--- src/hw/rtl/swts_pkg.sv ---
// ----------------------------------------------------------------------------
// swts_pkg
// shared types and constants of the sorted word table search block
// ----------------------------------------------------------------------------
package swts_pkg;

  localparam int unsigned MaxChars   = 8;
  localparam int unsigned TableDepth = 1024;
  localparam int unsigned SelW       = (MaxChars > 1) ? $clog2(MaxChars) : 1;
  localparam int unsigned IdxW       = $clog2(TableDepth);
  localparam int unsigned CntW       = IdxW + 1;
  localparam int unsigned AddrW      = SelW + IdxW;
  localparam int unsigned MemDepth   = MaxChars * TableDepth;

  typedef enum logic [1:0] {
    ActClear  = 2'd0,
    ActAppend = 2'd1,
    ActSort   = 2'd2,
    ActSearch = 2'd3
  } action_e;

  typedef enum logic [1:0] {
    StOk   = 2'd0,
    StFull = 2'd1,
    StMiss = 2'd2
  } status_e;

  typedef struct packed {
    logic [1:0]  action;
    logic [3:0]  word_length;
    logic [63:0] packed_word;
  } req_t;

  typedef struct packed {
    logic [1:0]  status;
    logic [9:0]  entry_index;
    logic [10:0] table_count;
  } rsp_t;

  // commands from controller to datapath
  typedef struct packed {
    logic load;        // capture request
    logic cnt_clear;   // zero selected count
    logic cnt_inc;     // bump selected count
    logic mem_wr_word; // write request word at count
    logic srch_init;   // first = 0, last = n (one above the real bound)
    logic srch_rd;     // read at mid
    logic srch_step;   // narrow range using read data
    logic sort_init;   // i = 1
    logic sort_rd_i;   // read t[i]
    logic sort_cap_v;  // v = rdata, j = i
    logic sort_rd_j;   // read t[j-1]
    logic sort_shift;  // t[j] = rdata, j--
    logic sort_place;  // t[j] = v, i++
    logic rsp_load;    // build result
  } cmd_t;

  typedef struct packed {
    logic len_bad;
    logic full;
    logic srch_done;   // range empty
    logic srch_hit;    // read data equals word
    logic sort_done;   // i >= n
    logic j_zero;
    logic gt;          // read data > v
  } sts_t;

endpackage

--- src/hw/rtl/swts_ctrl.sv ---
// ----------------------------------------------------------------------------
// swts_ctrl
// sequencer for clear, append, sort and search
// ----------------------------------------------------------------------------
module swts_ctrl (
  input  logic           clk_i,
  input  logic           rst_ni,
  input  logic           in_valid_i,
  output logic           in_ready_o,
  input  logic [1:0]     action_i,
  output logic           out_valid_o,
  input  logic           out_ready_i,
  input  swts_pkg::sts_t sts_i,
  output swts_pkg::cmd_t cmd_o
);
  import swts_pkg::*;

  typedef enum logic [9:0] {
    SIdle   = 10'b0000000001,
    SDecode = 10'b0000000010,
    SSrRd   = 10'b0000000100,
    SSrCmp  = 10'b0000001000,
    SStRdI  = 10'b0000010000,
    SStCapV = 10'b0000100000,
    SStRdJ  = 10'b0001000000,
    SStCmp  = 10'b0010000000,
    SDone   = 10'b0100000000,
    SOut    = 10'b1000000000
  } state_e;

  state_e state_q, state_d;
  logic [1:0] act_q, act_d;

  always_ff @(posedge clk_i or negedge rst_ni) begin
    if (!rst_ni) begin
      state_q <= SIdle;
      act_q   <= 2'd0;
    end else begin
      state_q <= state_d;
      act_q   <= act_d;
    end
  end

  assign in_ready_o  = (state_q == SIdle);
  assign out_valid_o = (state_q == SOut);

  always_comb begin
    state_d = state_q;
    act_d   = act_q;
    cmd_o   = '0;
    unique case (state_q)
      SIdle: begin
        if (in_valid_i) begin
          cmd_o.load = 1'b1;
          act_d      = action_i;
          state_d    = SDecode;
        end
      end
      SDecode: begin
        if (sts_i.len_bad) begin
          cmd_o.rsp_load = 1'b1;
          state_d        = SOut;
        end else begin
          unique case (act_q)
            ActClear: begin
              cmd_o.cnt_clear = 1'b1;
              cmd_o.rsp_load  = 1'b1;
              state_d         = SOut;
            end
            ActAppend: begin
              cmd_o.rsp_load = 1'b1;
              if (!sts_i.full) begin
                cmd_o.mem_wr_word = 1'b1;
                cmd_o.cnt_inc     = 1'b1;
              end
              state_d = SOut;
            end
            ActSort: begin
              cmd_o.sort_init = 1'b1;
              state_d         = SStRdI;
            end
            default: begin
              cmd_o.srch_init = 1'b1;
              state_d         = SSrRd;
            end
          endcase
        end
      end
      SSrRd: begin
        if (sts_i.srch_done) begin
          state_d = SDone;
        end else begin
          cmd_o.srch_rd = 1'b1;
          state_d       = SSrCmp;
        end
      end
      SSrCmp: begin
        if (sts_i.srch_hit) begin
          state_d = SDone;
        end else begin
          cmd_o.srch_step = 1'b1;
          state_d         = SSrRd;
        end
      end
      SStRdI: begin
        if (sts_i.sort_done) begin
          state_d = SDone;
        end else begin
          cmd_o.sort_rd_i = 1'b1;
          state_d         = SStCapV;
        end
      end
      SStCapV: begin
        cmd_o.sort_cap_v = 1'b1;
        state_d          = SStRdJ;
      end
      SStRdJ: begin
        if (sts_i.j_zero) begin
          cmd_o.sort_place = 1'b1;
          state_d          = SStRdI;
        end else begin
          cmd_o.sort_rd_j = 1'b1;
          state_d         = SStCmp;
        end
      end
      SStCmp: begin
        if (sts_i.gt) begin
          cmd_o.sort_shift = 1'b1;
          state_d          = SStRdJ;
        end else begin
          cmd_o.sort_place = 1'b1;
          state_d          = SStRdI;
        end
      end
      SDone: begin
        cmd_o.rsp_load = 1'b1;
        state_d        = SOut;
      end
      SOut: begin
        if (out_ready_i) state_d = SIdle;
      end
      default: state_d = SIdle;
    endcase
  end

  assert property (@(posedge clk_i) disable iff (!rst_ni)
    (state_q == SOut && !out_ready_i) |=> state_q == SOut)
    else $error("result dropped");
  assert property (@(posedge clk_i) disable iff (!rst_ni)
    cmd_o.load |=> state_q == SDecode)
    else $error("load did not decode");
  assert property (@(posedge clk_i) disable iff (!rst_ni)
    $onehot0({cmd_o.mem_wr_word, cmd_o.sort_shift, cmd_o.sort_place}))
    else $error("two memory writes");
endmodule

--- config.mk ---
export PLATFORM = sky130hd
export DESIGN_NAME = swts_ctrl
export DESIGN_NICKNAME = d
export VERILOG_FILES = /design/src/hw/rtl/swts_pkg.sv /design/src/hw/rtl/swts_ctrl.sv
export SDC_FILE = /design/constraint.sdc
export NUM_CORES = 1
export LEC_CHECK = 0
export ABC_CLOCK_PERIOD_IN_PS = 2790
export BUFFER_PORTS_ARGS = -buffer_cell sky130_fd_sc_hd__buf_2
export CELL_PAD_IN_SITES_DETAIL_PLACEMENT = 0
export CELL_PAD_IN_SITES_GLOBAL_PLACEMENT = 1
export CORE_ASPECT_RATIO = 0.75
export CORE_UTILIZATION = 30
export DETAILED_ROUTE_END_ITERATION = 16
export PLACE_DENSITY_LB_ADDON = 0.1
export SETUP_SLACK_MARGIN = 0.05
export SYNTH_ARGS = -nofsm -noshare
export SYNTH_HDL_FRONTEND = slang
export SYNTH_SLANG_ARGS = --single-unit
--- constraint.sdc ---
create_clock -name clk_i -period 2.79 [get_ports clk_i]
set_clock_uncertainty 0.2 [all_clocks]
set_input_delay 0.279 -clock clk_i [delete_from_list [all_inputs] [get_ports clk_i]]
set_output_delay 0.279 -clock clk_i [all_outputs]
set_load 0.005 [all_outputs]
==> results.sh, run 1 <==
export IMPL_status="completed"
export IMPL_fmax_mhz=385
export IMPL_arrival_ns=2.12
export IMPL_min_delay_start="sts_i[1]"
export IMPL_clk_latency_ns=0.24
export IMPL_p_sw_share_pct=38.9
export IMPL_cts_buffers=3
export IMPL_worst_pin_slew_ns=0.438
export IMPL_clkTransAtPathRegs_ns=0.06
export IMPL_core_sq_um=2660
export IMPL_vias_per_cell=4.89
export IMPL_synth_adder_area_share_pct=0
export IMPL_ys_seq_area_share_pct=35.2
export IMPL_path_class="register to output pin"
export IMPL_grt_pass1_wl_mm=3.32
export IMPL_rows=16
export IMPL_drc=0
export IMPL_critPathMaxFanout=12
export IMPL_synthTopCellsByArea="dfrtp_1 (32%), nor2_1 (4.8%), dfstp_2 (3.1%), inv_1 (3.1%), a21oi_1 (2.9%)"
export IMPL_p_comb_share_pct=40.1
export IMPL_vias=778
export IMPL_hold_depth=2
export IMPL_synth_top_family_by_area="simple AND/OR/NAND/NOR gates"
export IMPL_ys_seq_elements=12
export IMPL_crit_chain="nor4_4, nand3_2, or4_1, nor3_1, buf_2"
export IMPL_finalHoldViolCount=0
export IMPL_global_route_usage_total_pct=14.7
export IMPL_drive_above_1_share_pct=35.0
export IMPL_n_antenna_cell=0
export IMPL_p_seq_share_pct=37.0
export IMPL_portBuffers=28
export IMPL_synth_top_area_cell="dfrtp_1"
export IMPL_clkPwrFrac_pct=22.9
export IMPL_synth_area_per_cell_sq_um=9.01
export IMPL_yosys_most_used_dff="dfrtp_1"
export IMPL_intPower_w=0.000444
export IMPL_fillers=280
export IMPL_grt_max_degree=14
export IMPL_multi_input_area_sq_um=497
export IMPL_synth_top_cells_by_count="dfrtp_1 (11), nor2_1 (11), inv_1 (7), a21oi_1 (5), nor3_1 (5)"
export IMPL_p_switching_w=0.000283
export IMPL_cp_required_ns=2.31
export IMPL_r2r_end="act_q[0]$_DFFE_PN0P_"
export IMPL_critPathLaunchType="register"
export IMPL_ir_drop_mv=0.245
export IMPL_hold_class="input port to register"
export IMPL_globalplace_congestion=0.720
export IMPL_critPathSlowestCell="or4_1"
export IMPL_drtAntennaViolNets=0
export IMPL_synth_area_sq_um=856
export IMPL_start_util_pct=32.1
export IMPL_route_detailed_wl_per_inst_um=12.8
export IMPL_power_w=0.000726
export IMPL_cts_max_level=1
export IMPL_r2r_cells=4
export IMPL_slew_violations=0
export IMPL_cts_path_max_buffers=2
export IMPL_regArea_sq_um=303
export IMPL_synth_compound_gate_area_share_pct=13.0
export IMPL_antenna_found_initial=0
export IMPL_synth_warnings=0
export IMPL_fin_setup_tns_ns=0
export IMPL_drt_iter0_drc=41
export IMPL_nNetsFinal=137
export IMPL_cts_tree="done"
export IMPL_synthSimpleGateAreaFrac_pct=41.4
export IMPL_period_minus_slack_ns=2.59
export IMPL_grt_pass1_vias=690
export IMPL_power_density_nw_per_um2=681
export IMPL_drt_pre_antenna_iters=4
export IMPL_synth_xor_area_share_pct=1.02
export IMPL_clkSinkCount=12
export IMPL_cap_violations=0
export IMPL_ios=29
export IMPL_synth_top_cell_area_share_pct=32.2
export IMPL_rr_startpoint="state_q[2]$_DFFE_PN0P_"
export IMPL_synth_async_reset_ratio_pct=100
export IMPL_synthMuxAreaShare_pct=2.63
export IMPL_rsz0062_at_grt="false"
export IMPL_die_h_um=48.3
export IMPL_grt_overflow_total=0
export IMPL_min_period_over_period_pct=93.0
export IMPL_crit_path_end_kind="output pin"
export IMPL_critPathMaxStageDelay_ns=0.52
export IMPL_post_synth_num_cell_types=42
export IMPL_synth_edf_count=0
export IMPL_area_growth_pct=24.6
export IMPL_p_leak_nw=0.496
export IMPL_relSlewSlack_pct=70.5
export IMPL_setup_viol=0
export IMPL_min_to="state_q[7]$_DFFE_PN0P_"
export IMPL_routed_wl_mm=2.04
export IMPL_cts_root_buf="clkbuf_8"
export IMPL_reg2reg_slack_ns=0.61
export IMPL_place_hpwl_mm=1.58
export IMPL_die_w_um=63.7
export IMPL_synth_nets=108
export IMPL_dieArea_sq_um=3070
export IMPL_synth_cells=95
## worst max-delay path: cells and delay by family (launching register included)
kind | cells | cell delay, ns
buf+inv | 1 | 0.15
simple gates | 4 | 1.22
flops | 1 | 0.51
## worst max path at each step
stage / startpoint / end / slack (ns)
2_1_floorplan: state_q[3]$_DFFE_PN0P_ / cmd_o[11] / 0.49
5_1_grt: state_q[2]$_DFFE_PN0P_ / cmd_o[11] / 0.06
3_5_place_dp: state_q[2]$_DFFE_PN0P_ / cmd_o[11] / 0.45
6_report: state_q[2]$_DFFE_PN0P_ / cmd_o[11] / 0.20
3_3_place_gp: state_q[3]$_DFFE_PN0P_ / cmd_o[10] / 0.51
4_1_cts: state_q[3]$_DFFE_PN0P_ / cmd_o[11] / 0.18
## cells by family after synthesis
group,Yosys count
simple gates,52
compound gates,16
flops,12
buf+inv,12
mux,2
xor+xnor,1
## cells in the final DEF (no fill, tap or decap), drive strengths merged, types with 2 or more instances in the layout
| master | Yosys | final |
|---|---|---|
| nor2 | 13 | 13 |
| or4 | 4 | 4 |
| or4b | 2 | 2 |
| nand3b | 2 | 2 |
| nor3b | 3 | 3 |
| nor4 | 4 | 4 |
| nand2 | 3 | 3 |
| and2 | 2 | 2 |
| clkbuf | 2 | 4 |
| nor3 | 6 | 6 |
| o31ai | 2 | 2 |
| buf | 3 | 28 |
| o21bai | 2 | 2 |
| inv | 7 | 7 |
| nand3 | 3 | 3 |
| dfrtp | 11 | 11 |
| nand2b | 3 | 3 |
| or3b | 2 | 2 |
| nor4b | 3 | 3 |
| a21oi | 5 | 5 |
| mux2 | 2 | 2 |
## routing by layer
metal | track usage [%] | up-vias | part of all wire (%)
li1 | - | 404 | -
met1 | 21.0 | 358 | 55
met2 | 21.7 | 16 | 40
met3 | 5.14 | 0 | 5.1
met4 | 2.27 | 0 | 0
met5 | 0 | - | 0
## cell type report
class                      instances  share of cell area [%]
multi-input combinational         71                    46.6
sequential                        12                    28.4
timing repair buffer              29                    14.1
clock buffer                       4                    4.23
tap                               36                    4.23
inverter                           7                    2.46
## what timing repair did
item / CTS / global route
setup endpoints to repair: 0 / 2
buffers inserted: 0 / 0
resized for setup: 0 / 1
hold endpoints to repair: 12 / 0
hold buffers: 1 / 0
## per-stage QoR
step / utilization [%] / hold WS (ns) / std cells / cell area [sq um] / worst slack [ns]
4_1_cts: 40.0 / 0.0104 / 159 / 1060 / 0.176
5_1_grt: 40.0 / 0.0291 / 159 / 1070 / 0.0570
6_report: 40.0 / 0.0139 / 159 / 1070 / 0.195
3_3_place_gp: 37.9 / -0.0220 / 154 / 1010 / 0.506
3_5_place_dp: 37.9 / -0.0186 / 154 / 1010 / 0.452
2_1_floorplan: - / -0.217 / 95 / 856 / 0.495
## power by group through the flow
stage	combinational, W	clock [W]	sequential (W)
after floorplan	0.000214	0	0.000254
after global placement	0.000290	0	0.000270
after detailed placement	0.000289	0	0.000271
after CTS	0.000293	0.000172	0.000269
after global routing	0.000330	0.000184	0.000275
final	0.000291	0.000166	0.000269
## state kept, by name (all words and copies together), names as in the netlist
signal	cells
state_q	10
act_q	2
Note: power is estimated with default switching activity, not from simulation.
==> run 2: changes to the inputs <==
--- a/config.mk
+++ b/config.mk
@@ -12,7 +12,7 @@
 export CORE_ASPECT_RATIO = 0.75
 export CORE_UTILIZATION = 30
 export DETAILED_ROUTE_END_ITERATION = 16
-export PLACE_DENSITY_LB_ADDON = 0.1
+export PLACE_DENSITY = 0.65
 export SETUP_SLACK_MARGIN = 0.05
 export SYNTH_ARGS = -nofsm -noshare
 export SYNTH_HDL_FRONTEND = slang
==> run 2 against run 1 <==
Core utilization grew 0.66 points. Final cell count grew 0.63%. Register-to-register slack is essentially flat. Fmax grew 1.5%. Combinational power shrank 1%. Sequential share of layout area shrank 0.46 points. Count of clock-buffer cells in the layout is the same. Critical path depth is the same. Final area grew 1.6%. Critical endpoint unchanged. Largest cell class unchanged.
==> results.sh, run 2 (synthesis gave the netlist of run 1 again) <==
export IMPL_nNetsFinal=138
export IMPL_cts_path_max_buffers=2
export IMPL_fin_util_pct=40.7
export IMPL_drc=0
export IMPL_dieArea_sq_um=3070
export IMPL_routed_wl_mm=1.99
export IMPL_core_sq_um=2660
export IMPL_grt_overflow_total=0
export IMPL_clk_latency_ns=0.24
export IMPL_critPathSlowestCell="or4_1"
export IMPL_crit_family="simple AND/OR/NAND/NOR gates"
export IMPL_cts_buffers=3
export IMPL_drive_above_1_share_pct=36.3
export IMPL_globalplace_congestion=0.720
export IMPL_die_w_um=63.7
export IMPL_area_growth_pct=26.6
export IMPL_grt_pass1_wl_mm=3.06
export IMPL_busiest_layer="met2"
export IMPL_antenna_found_initial=0
export IMPL_relSlewSlack_pct=72.9
export IMPL_route_detailed_wl_per_inst_um=12.5
export IMPL_cp_required_ns=2.31
export IMPL_cts_root_buf="clkbuf_8"
export IMPL_drt_iter0_drc=35
export IMPL_rows=16
export IMPL_power_density_nw_per_um2=688
export IMPL_start_util_pct=32.1
export IMPL_finalHoldViolCount=0
export IMPL_critPathMaxStageDelay_ns=0.51
export IMPL_vias=809
export IMPL_period_minus_slack_ns=2.56
export IMPL_largest_register="state_q"
export IMPL_final_cell_mix="buf_2 (28), nor2_1 (11), dfrtp_1 (10)"
export IMPL_clkTransAtPathRegs_ns=0.05
export IMPL_die_h_um=48.3
export IMPL_arrival_ns=2.08
export IMPL_fillers=282
export IMPL_cts_tree="done"
export IMPL_portBuffers=28
export IMPL_slew_violations=0
export IMPL_final_common_cell="buf_2"
export IMPL_min_period_over_period_pct=91.6
export IMPL_cap_violations=0
export IMPL_placedCellCount=154
export IMPL_global_route_usage_total_pct=13.7
export IMPL_ir_drop_mv=0.232
export IMPL_n_antenna_cell=0
export IMPL_grtUsageMet3_pct=4.44
export IMPL_fin_setup_tns_ns=0
export IMPL_grt_pass1_vias=656
export IMPL_cp_num_buf_inv=1
export IMPL_drtAntennaViolNets=0
export IMPL_clkSinkCount=12
export IMPL_vias_per_cell=5.06
export IMPL_worst_pin_slew_ns=0.407
export IMPL_fmax_mhz=391
export IMPL_critPathLaunchType="register"
export IMPL_crit_chain="nor4_4, nand3_2, or4_1, nor3_1, buf_2"
export IMPL_setup_viol=0
export IMPL_cts_max_level=1
export IMPL_rsz0062_at_grt="false"
export IMPL_grtUsageMet1_pct=18.6
export IMPL_p_leak_nw=0.506
export IMPL_stdcell_count=160
export IMPL_reg_largest_list="state_q: 10 flops, act_q: 2 flops"
export IMPL_place_hpwl_mm=1.57
export IMPL_hold_class="input port to register"
export IMPL_status="completed"
export IMPL_drt_pre_antenna_iters=4
export IMPL_largest_reg_flops=10
export IMPL_crit_path_end_kind="output pin"
export IMPL_grt_use_met2_pct=21.1
export IMPL_grt_max_degree=14
export IMPL_path_class="register to output pin"
export IMPL_ios=29
export IMPL_critPathMaxFanout=11
-- run 2: changes by cell type in the layout (fill, tap and decap cells not counted), sizes merged --
cell,delta
buf,+1
-- run 2: final timing paths --
kind                       slack (ns)                      to                   start  depth (start not counted)
setup / recovery                 0.23               cmd_o[11]  state_q[3]$_DFFE_PN0P_                          5
hold / removal                   0.01  state_q[7]$_DFFE_PN0P_                sts_i[1]                          2
setup reg to reg                 0.61    act_q[1]$_DFFE_PN0P_  state_q[3]$_DFFE_PN0P_                          4
hold reg to reg                  0.36    act_q[1]$_DFFE_PN0P_    act_q[1]$_DFFE_PN0P_                          1
max in group asynchronous        1.85  state_q[0]$_DFFE_PN1P_                  rst_ni                          2
min in group asynchronous        0.26    act_q[1]$_DFFE_PN0P_                  rst_ni                          2
-- run 2: what timing repair did --
item | 4_1_cts | 5_1_grt
gates resized for setup | 0 | 1
hold endpoints to repair | 12 | 0
buffers inserted | 0 | 1
hold buffers | 1 | 0
setup endpoints to repair | 0 | 2
-- run 2: final cells by class --
class | count | area [sq um] | share of cell area [%]
clock buffers | 4 | 55.1 | 5.08
inverters | 7 | 26.3 | 2.42
well taps | 36 | 45.0 | 4.16
multi-input cells | 71 | 497 | 45.8
flip-flops and latches | 12 | 303 | 27.9
repair buffers | 30 | 158 | 14.5
-- run 2: per-stage QoR --
stage	hold WS, ns	setup slack [ns]	cell area [sq um]	power [W]
2_1_floorplan	-0.217	0.495	856	0.000468
3_3_place_gp	-0.0244	0.515	1010	0.000557
3_5_place_dp	-0.0185	0.482	1010	0.000559
4_1_cts	0.00737	0.193	1070	0.000754
5_1_grt	0.0335	0.0626	1080	0.000806
6_report	0.0123	0.235	1080	0.000746
-- run 2: report_power, final --
part	internal (W)	total, W	switching, W
Clock	0.000125	0.000187	0.0000622
Combinational	0.000129	0.000287	0.000158
Sequential	0.000215	0.000272	0.0000568
-- run 2: metal layers --
metal	vias to the layer above	routed length (um)
met5	-	0
li1	406	-
met2	19	860
met4	0	0
met1	384	1040
met3	0	91
==> run 3: changes to the inputs <==
--- a/config.mk
+++ b/config.mk
@@ -10,9 +10,9 @@
 export CELL_PAD_IN_SITES_DETAIL_PLACEMENT = 0
 export CELL_PAD_IN_SITES_GLOBAL_PLACEMENT = 1
 export CORE_ASPECT_RATIO = 0.75
-export CORE_UTILIZATION = 30
+export CORE_UTILIZATION = 35
 export DETAILED_ROUTE_END_ITERATION = 16
-export PLACE_DENSITY = 0.65
+export PLACE_DENSITY = 0.74
 export SETUP_SLACK_MARGIN = 0.05
 export SYNTH_ARGS = -nofsm -noshare
 export SYNTH_HDL_FRONTEND = slang
==> run 3 against run 2 <==
Core utilization rose by 6.1 points. Combinational power about the same. First-iteration DRC count shrank 51%. Total power down 7.1%. Hold slack better by 0.014 ns. Routed wire length decreased by 3.9%. Sequential power is 2% lower. Fmax decreased by 1.3%. Sequential share of layout area up 0.33 points. Highest routed layer unchanged.
==> results.sh, run 3 (synthesis gave the netlist of run 1 again) <==
export IMPL_cts_tree="done"
export IMPL_route_detailed_wl_per_inst_um=12.1
export IMPL_p_comb_share_pct=41.8
export IMPL_portBuffers=28
export IMPL_ir_drop_mv=0.247
export IMPL_clkPwrFrac_pct=19.6
export IMPL_rr_startpoint="state_q[3]$_DFFE_PN0P_"
export IMPL_grt_use_met2_pct=21.4
export IMPL_period_minus_slack_ns=2.59
export IMPL_min_period_over_period_pct=92.8
export IMPL_final_common_cell="buf_2"
export IMPL_grtUsageMet3_pct=5.16
export IMPL_global_route_usage_total_pct=15.8
export IMPL_p_leak_nw=0.500
export IMPL_clk_latency_ns=0.27
export IMPL_dpl_worst_slack_ns=0.442
export IMPL_setup_viol=0
export IMPL_p_switching_w=0.000268
export IMPL_drt_pre_antenna_iters=4
export IMPL_rows=15
export IMPL_critPathMaxStageDelay_ns=0.53
export IMPL_slew_violations=0
export IMPL_globalplace_congestion=0.750
export IMPL_power_w=0.000693
export IMPL_crit_path_end_kind="output pin"
export IMPL_drive_above_1_share_pct=38.4
export IMPL_critPathSlowestCell="or4_1"
export IMPL_core_sq_um=2310
export IMPL_cts_buffers=3
export IMPL_cap_violations=0
export IMPL_grt_pass1_vias=657
export IMPL_fillers=229
export IMPL_cts_root_buf="clkbuf_4"
export IMPL_intPower_w=0.000425
export IMPL_endpoint="cmd_o[11]"
export IMPL_drc=0
export IMPL_ios=29
export IMPL_fin_ws_ns=0.201
export IMPL_routed_wl_mm=1.92
export IMPL_arrival_ns=2.11
export IMPL_r2r_cells=4
export IMPL_finalInstanceArea_sq_um=1080
export IMPL_area_growth_pct=26.2
export IMPL_startpoint="state_q[6]$_DFFE_PN0P_"
export IMPL_cts_max_level=1
export IMPL_grt_overflow_total=0
export IMPL_finalHoldViolCount=0
export IMPL_drt_iter0_drc=17
export IMPL_drtAntennaViolNets=0
export IMPL_relSlewSlack_pct=74.2
export IMPL_reg2reg_slack_ns=0.60
export IMPL_busiest_layer="met1"
export IMPL_cp_required_ns=2.31
export IMPL_final_cell_mix="buf_2 (28), nor2_1 (11), dfrtp_1 (8)"
export IMPL_worst_pin_slew_ns=0.384
export IMPL_largest_reg_flops=10
export IMPL_clkSinkCount=12
export IMPL_cts_path_max_buffers=2
export IMPL_grt_pass1_wl_mm=3.05
export IMPL_reg_largest_list="state_q: 10 flops, act_q: 2 flops"
export IMPL_p_sw_share_pct=38.7
export IMPL_crit_chain="nor4_4, nand3_2, or4_1, nor3_2, buf_2"
export IMPL_status="completed"
export IMPL_grtUsageMet1_pct=24.3
export IMPL_hold_class="input port to register"
export IMPL_n_antenna_cell=0
export IMPL_fin_setup_tns_ns=0
export IMPL_nNetsFinal=139
export IMPL_critPathLaunchType="register"
export IMPL_antenna_found_initial=0
export IMPL_placed_area_sq_um=1010
export IMPL_clkTransAtPathRegs_ns=0.08
export IMPL_fmax_mhz=386
export IMPL_r2r_end="act_q[0]$_DFFE_PN0P_"
export IMPL_critPathMaxFanout=12
export IMPL_vias=800
export IMPL_die_w_um=59.1
export IMPL_dieArea_sq_um=2650
export IMPL_start_util_pct=37.1
export IMPL_largest_register="state_q"
export IMPL_power_density_nw_per_um2=641
export IMPL_die_h_um=44.8
export IMPL_rsz0062_at_grt="false"
export IMPL_p_seq_share_pct=38.6
export IMPL_vias_per_cell=5.03
export IMPL_path_class="register to output pin"
export IMPL_grt_max_degree=14
export IMPL_place_hpwl_mm=1.51
run 3: layout make-up:
type	instances	area [sq um]	area share (%)
sequential	12	305	28.3
inverter	7	26.3	2.43
timing repair buffer	31	168	15.5
tap	34	42.5	3.94
clock buffer	4	36.3	3.36
multi-input combinational	71	502	46.5
run 3: worst min path at each step:
stage / slack (ns) / cells past startpoint / to / from
global placement: -0.03 / 1 / state_q[1]$_DFFE_PN0P_ / rst_ni
global route: 0.02 / 2 / act_q[0]$_DFFE_PN0P_ / action_i[0]
finish: 0.03 / 2 / act_q[1]$_DFFE_PN0P_ / action_i[1]
CTS: 0.02 / 2 / act_q[1]$_DFFE_PN0P_ / action_i[1]
floorplan: -0.22 / 0 / act_q[0]$_DFFE_PN0P_ / rst_ni
detailed placement: -0.02 / 1 / state_q[1]$_DFFE_PN0P_ / rst_ni
run 3: what timing repair did:
action                                  4_1_cts  5_1_grt
endpoints found under the setup margin        0        2
hold endpoints to repair                     13        0
hold buffers                                  2        0
resized for setup                             0        4
setup buffers                                 0        1
run 3: power groups by stage:
stage / logic (W) / registers, W / clock network, W
3_3_place_gp: 0.000285 / 0.000270 / 0
2_1_floorplan: 0.000214 / 0.000254 / 0
3_5_place_dp: 0.000285 / 0.000270 / 0
5_1_grt: 0.000328 / 0.000276 / 0.000150
4_1_cts: 0.000289 / 0.000266 / 0.000142
6_report: 0.000290 / 0.000267 / 0.000136
run 3: metrics by stage:
| stage | hold WS [ns] | utilization, % | std cells |
|---|---|---|---|
| finish | 0.0262 | 46.8 | 159 |
| global route | 0.0218 | 46.8 | 159 |
| CTS | 0.0193 | 46.1 | 158 |
| detailed placement | -0.0196 | 43.6 | 152 |
| global placement | -0.0258 | 43.6 | 152 |
| floorplan | -0.217 | - | 95 |
run 3: routing by layer:
| metal | up-vias | part of all wire [%] |
|---|---|---|
| met5 | - | 0 |
| met4 | 0 | 0 |
| met3 | 0 | 4.7 |
| met2 | 18 | 43 |
| met1 | 371 | 53 |
| li1 | 411 | - |
run 3: critical path: cells and delay by family, from the launching register on:
| kind | cells | cell delay, ns |
|---|---|---|
| AND/OR/NAND/NOR | 4 | 1.20 |
| flip-flops | 1 | 0.50 |
| buffers and inverters | 1 | 0.14 |
